**config.mk**
```make
export PLATFORM = sky130hd
export DESIGN_NAME = rsp_queue
export DESIGN_NICKNAME = d
export VERILOG_FILES = /design/src/hdl/rsp_pkg.sv /design/src/hdl/rsp_queue.sv
export SDC_FILE = /design/constraint.sdc
export NUM_CORES = 1
export LEC_CHECK = 0
export CAP_MARGIN = 25
export CORE_ASPECT_RATIO = 0.5
export CORE_MARGIN = 4
export CORE_UTILIZATION = 50
export DETAILED_ROUTE_END_ITERATION = 6
export DONT_BUFFER_PORTS = 1
export PLACE_DENSITY = 0.71
export SLEW_MARGIN = 20
export SYNTH_ARGS = -nofsm -noshare
export SYNTH_HDL_FRONTEND = slang
export SYNTH_SLANG_ARGS = --single-unit
```
**constraint.sdc**
```tcl
create_clock -name aclk -period 6 [get_ports aclk]
set_input_delay 0.6 -clock aclk [delete_from_list [all_inputs] [get_ports aclk]]
set_output_delay 0.6 -clock aclk [all_outputs]
set_load 0.1 [all_outputs]
```
**src/hdl/rsp_pkg.sv**
```systemverilog
// shared types, constants and helpers for the sprite projection unit
package rsp_pkg;

    localparam int QUEUE_DEPTH = 4;
    localparam int DIFF_W      = 50;
    localparam int DET_W       = 33;
    localparam int IN_DATA_W   = 80;
    localparam int OUT_DATA_W  = 128;

    typedef enum logic [2:0] {
        REG_DIR_X    = 3'd0,
        REG_DIR_Y    = 3'd1,
        REG_PLANE_X  = 3'd2,
        REG_PLANE_Y  = 3'd3,
        REG_CAMERA_X = 3'd4,
        REG_CAMERA_Y = 3'd5,
        REG_WIDTH    = 3'd6,
        REG_HEIGHT   = 3'd7
    } rsp_reg_t;

    typedef struct packed {
        logic signed [15:0] dir_x;
        logic signed [15:0] dir_y;
        logic signed [15:0] plane_x;
        logic signed [15:0] plane_y;
        logic signed [31:0] camera_x;
        logic signed [31:0] camera_y;
        logic [11:0]        width;
        logic [11:0]        height;
    } rsp_cfg_t;

    typedef struct packed {
        logic                      kill;
        logic signed [DIFF_W-1:0]  diff_x;
        logic signed [DIFF_W-1:0]  diff_y;
        logic signed [11:0]        voff;
    } rsp_item_t;

    function automatic logic signed [15:0] sat16(input logic signed [47:0] v);
        logic signed [15:0] r;
        if (v > 48'sd32767) begin
            r = 16'sh7fff;
        end else if (v < -48'sd32768) begin
            r = 16'sh8000;
        end else begin
            r = v[15:0];
        end
        return r;
    endfunction

endpackage

```
**src/hdl/rsp_queue.sv**
```systemverilog
// small fifo between the classifying front end and the projection back end
module rsp_queue (
    input  logic               aclk,
    input  logic               aresetn,
    input  logic               push,
    input  rsp_pkg::rsp_item_t push_item,
    output logic               full,
    input  logic               pop,
    output logic               empty,
    output rsp_pkg::rsp_item_t head
);
    localparam int AW = $clog2(rsp_pkg::QUEUE_DEPTH);

    rsp_pkg::rsp_item_t mem_reg [rsp_pkg::QUEUE_DEPTH];
    logic [AW-1:0] wr_ptr_reg, rd_ptr_reg;
    logic [AW:0]   count_reg, count_next;

    assign full  = (count_reg == (AW+1)'(rsp_pkg::QUEUE_DEPTH));
    assign empty = (count_reg == '0);
    assign head  = mem_reg[rd_ptr_reg];

    always_comb begin
        count_next = count_reg;
        if (push && !pop) begin
            count_next = count_reg + 1'b1;
        end else if (pop && !push) begin
            count_next = count_reg - 1'b1;
        end
    end

    always_ff @(posedge aclk) begin
        if (!aresetn) begin
            wr_ptr_reg <= '0;
            rd_ptr_reg <= '0;
            count_reg  <= '0;
        end else begin
            if (push) begin
                wr_ptr_reg <= wr_ptr_reg + 1'b1;
            end
            if (pop) begin
                rd_ptr_reg <= rd_ptr_reg + 1'b1;
            end
            count_reg <= count_next;
        end
    end

    always_ff @(posedge aclk) begin
        if (push) begin
            mem_reg[wr_ptr_reg] <= push_item;
        end
    end

endmodule

```
==> impl_metrics.env <==
export IMPL_run_status="finished clean"
export IMPL_stdcell_count=1132
export IMPL_n_fill_cell=2362
export IMPL_portBuffers=0
export IMPL_syn_area_mm2=0.0168
export IMPL_fin_crit_ps=3440
export IMPL_clk_latency_ps=540
export IMPL_post_route_cell_area_mm2=0.0186
export IMPL_area_growth_pct=10.6
export IMPL_yosysTopAreaCellShare_pct=80.9
export IMPL_synth_seq_cells=461
export IMPL_num_vias=6500
export IMPL_via_per_inst=5.74
export IMPL_drtPass1Iterations=4
export IMPL_antenna_found_initial=0
export IMPL_syn_num_nets=757
export IMPL_slew_viol_final=0
export IMPL_p_sw_share_pct=30.0
export IMPL_fmax_ghz=0.291
export IMPL_reg2reg_depth=3
export IMPL_ys_top_cells_by_area="edfxtp_1 (81%), mux4_2 (15%), dfxtp_1 (1.1%)"
export IMPL_crit_fanout=38
export IMPL_wirelength_um=30600
export IMPL_total_power_w=0.00761
export IMPL_rsz0062_at_grt="no"
export IMPL_cts_tree="built"
export IMPL_largest_reg_flops=452
export IMPL_initial_core_util_pct=50.8
export IMPL_die_area_mm2=0.0367
export IMPL_synth_edff_count=452
export IMPL_peakVddDrop_mv=0.221
export IMPL_grt_pass1_wl_um=45200
export IMPL_layout_nets=785
export IMPL_die_x_um=267
export IMPL_worst_setup_path_start_kind="register"
export IMPL_ys_top_cells_by_count="edfxtp_1 (452), mux4_2 (113), buf_2 (12)"
export IMPL_worstPathArrival_ps=2840
export IMPL_cts_max_path_buffers=3
export IMPL_seq_area_frac_synth_pct=82.0
export IMPL_grt_pass1_vias=6874
export IMPL_final_core_util_pct=56.1
export IMPL_clk_pin_slew_worst_paths_ps=60
export IMPL_hp_class="in2reg"
export IMPL_layout_drive_gt1_share_pct=27.5
export IMPL_rows=47
export IMPL_cap_viol_max_count=0
export IMPL_syn_avg_cell_area_um2=26.5
export IMPL_post_cts_buffers=0
export IMPL_timing_final_crit_share_pct=57.3
export IMPL_cts_sinks=461
export IMPL_hold_path_cell_count=0
export IMPL_htree_num_levels=2
export IMPL_setup_tns_ps=0
export IMPL_ios=232
export IMPL_intPower_w=0.00533
export IMPL_die_y_um=138
export IMPL_p_clk_share_pct=33.1
export IMPL_power_density_mw_per_mm2=410
export IMPL_cts_hold_buf=0
export IMPL_placed_area_mm2=0.0173
export IMPL_ys_types=22
export IMPL_post_synth_top_area_cell="edfxtp_1"
export IMPL_grt_ovfl_total=0
export IMPL_cts_resized=0
export IMPL_endpoint_kind="output port"
export IMPL_root_buffer="clkbuf_16"
export IMPL_post_dp_hpwl_um=18800
export IMPL_seq_power_share_pct=49.4
export IMPL_cts_buffers=41
export IMPL_synthCells=634
export IMPL_ys_warn_count=0
export IMPL_p_sw_w=0.00228
export IMPL_coreArea_mm2=0.0330
export IMPL_grt_max_degree=67
export IMPL_clock_skew_ps=11.7
export IMPL_n_antenna_cell=0
export IMPL_cp_required_ps=5400
export IMPL_place_congestion=0.774
export IMPL_setup_viol=0
export IMPL_final_hold_viol_count=0
export IMPL_ant_nets=0
export IMPL_synth_most_common_cell="edfxtp_1"
export IMPL_tightest_slew_ps=1020
export IMPL_crit_type="reg2out"
export IMPL_slew_limit_headroom_pct=31.7
export IMPL_drc=0
export IMPL_wl_per_cell_um=27.0
export IMPL_synth_top_flop_cell="edfxtp_1"
export IMPL_leakagePower_nw=5.69
export IMPL_synthArstFlopShare_pct=0
export IMPL_grt_usage_pct=16.8
export IMPL_p_comb_share_pct=17.6
export IMPL_drt_initial_drc_count=558
export IMPL_place_inst=1059
## cell families (layout without fill, tap and decap cells)
logic type | count (synthesis) | in the layout | synth area share, %
adders and majority gates | 6 | 6 | 0.492
AOI/OAI and AO/OA | 2 | 2 | 0.0746
and+or+nand+nor | 15 | 15 | 0.544
muxes | 115 | 115 | 15.3
xor gates and xnor gates | 5 | 5 | 0.261
buffers and inverters | 30 | 87 | 1.36
DFF | 461 | 461 | 82.0
## worst max-delay path: stages, from the launching register on
cell and delay (ps):
dfxtp_4 650, buf_4 710, mux4_2 880
## through the flow
step	worst slack, ps	hold WS [ps]
2_1_floorplan	2320	472
3_3_place_gp	2850	515
3_5_place_dp	2800	514
4_1_cts	2230	124
5_1_grt	2300	122
6_report	2560	155
## power groups by stage
stage,clock network [W],logic (W),registers [W]
after global placement,0,0.00135,0.00382
after global routing,0.00273,0.00137,0.00377
final,0.00252,0.00134,0.00376
after floorplan,0,0.00125,0.00381
after detailed placement,0,0.00136,0.00383
after CTS,0.00258,0.00136,0.00376
## metal layers
layer	share of wire (%)	wire (um)	global-route usage, %	up-vias
met5	0	0	0	-
met4	3.4	1050	6.01	0
met3	4.2	1280	3.62	62
met2	55	16900	30.0	152
met1	37	11400	20.5	3507
li1	-	-	-	2779
## area by class of cell
cell class	instances	area, um2	area share, %
repair buffers	11	141	0.762
flip-flops and latches	461	13800	74.2
clock buffers	52	1080	5.81
multi-input cells	143	2820	15.2
clock inverters	20	194	1.05
inverters	4	15.0	0.0809
well taps	441	552	2.97
## path summary, 6_finish.rpt
path                 start        endpoint  slack [ps]
max reg2reg  wr_ptr_reg[0]  mem_reg[3][77]        3380
min reg2reg   count_reg[2]    count_reg[2]         520
min          push_item[60]  mem_reg[2][60]         160
max               register        head[37]        2560
## layout by cell type (no fill, tap or decap), types with 2 or more instances in the layout
cell type    n
and2_1       5
inv_6        2
inv_1        4
clkbuf_1    10
clkinv_1     4
xor2_1       3
dfxtp_4      2
mux2i_1      2
buf_4        7
bufinv_16    3
mux4_2     113
ha_1         5
and2_4       4
edfxtp_1   452
xnor2_1      2
nor2b_1      2
clkinv_2     7
clkinv_4     2
dfxtp_1      7
clkbuf_16   43
Note: power is estimated with default switching activity, not from simulation.
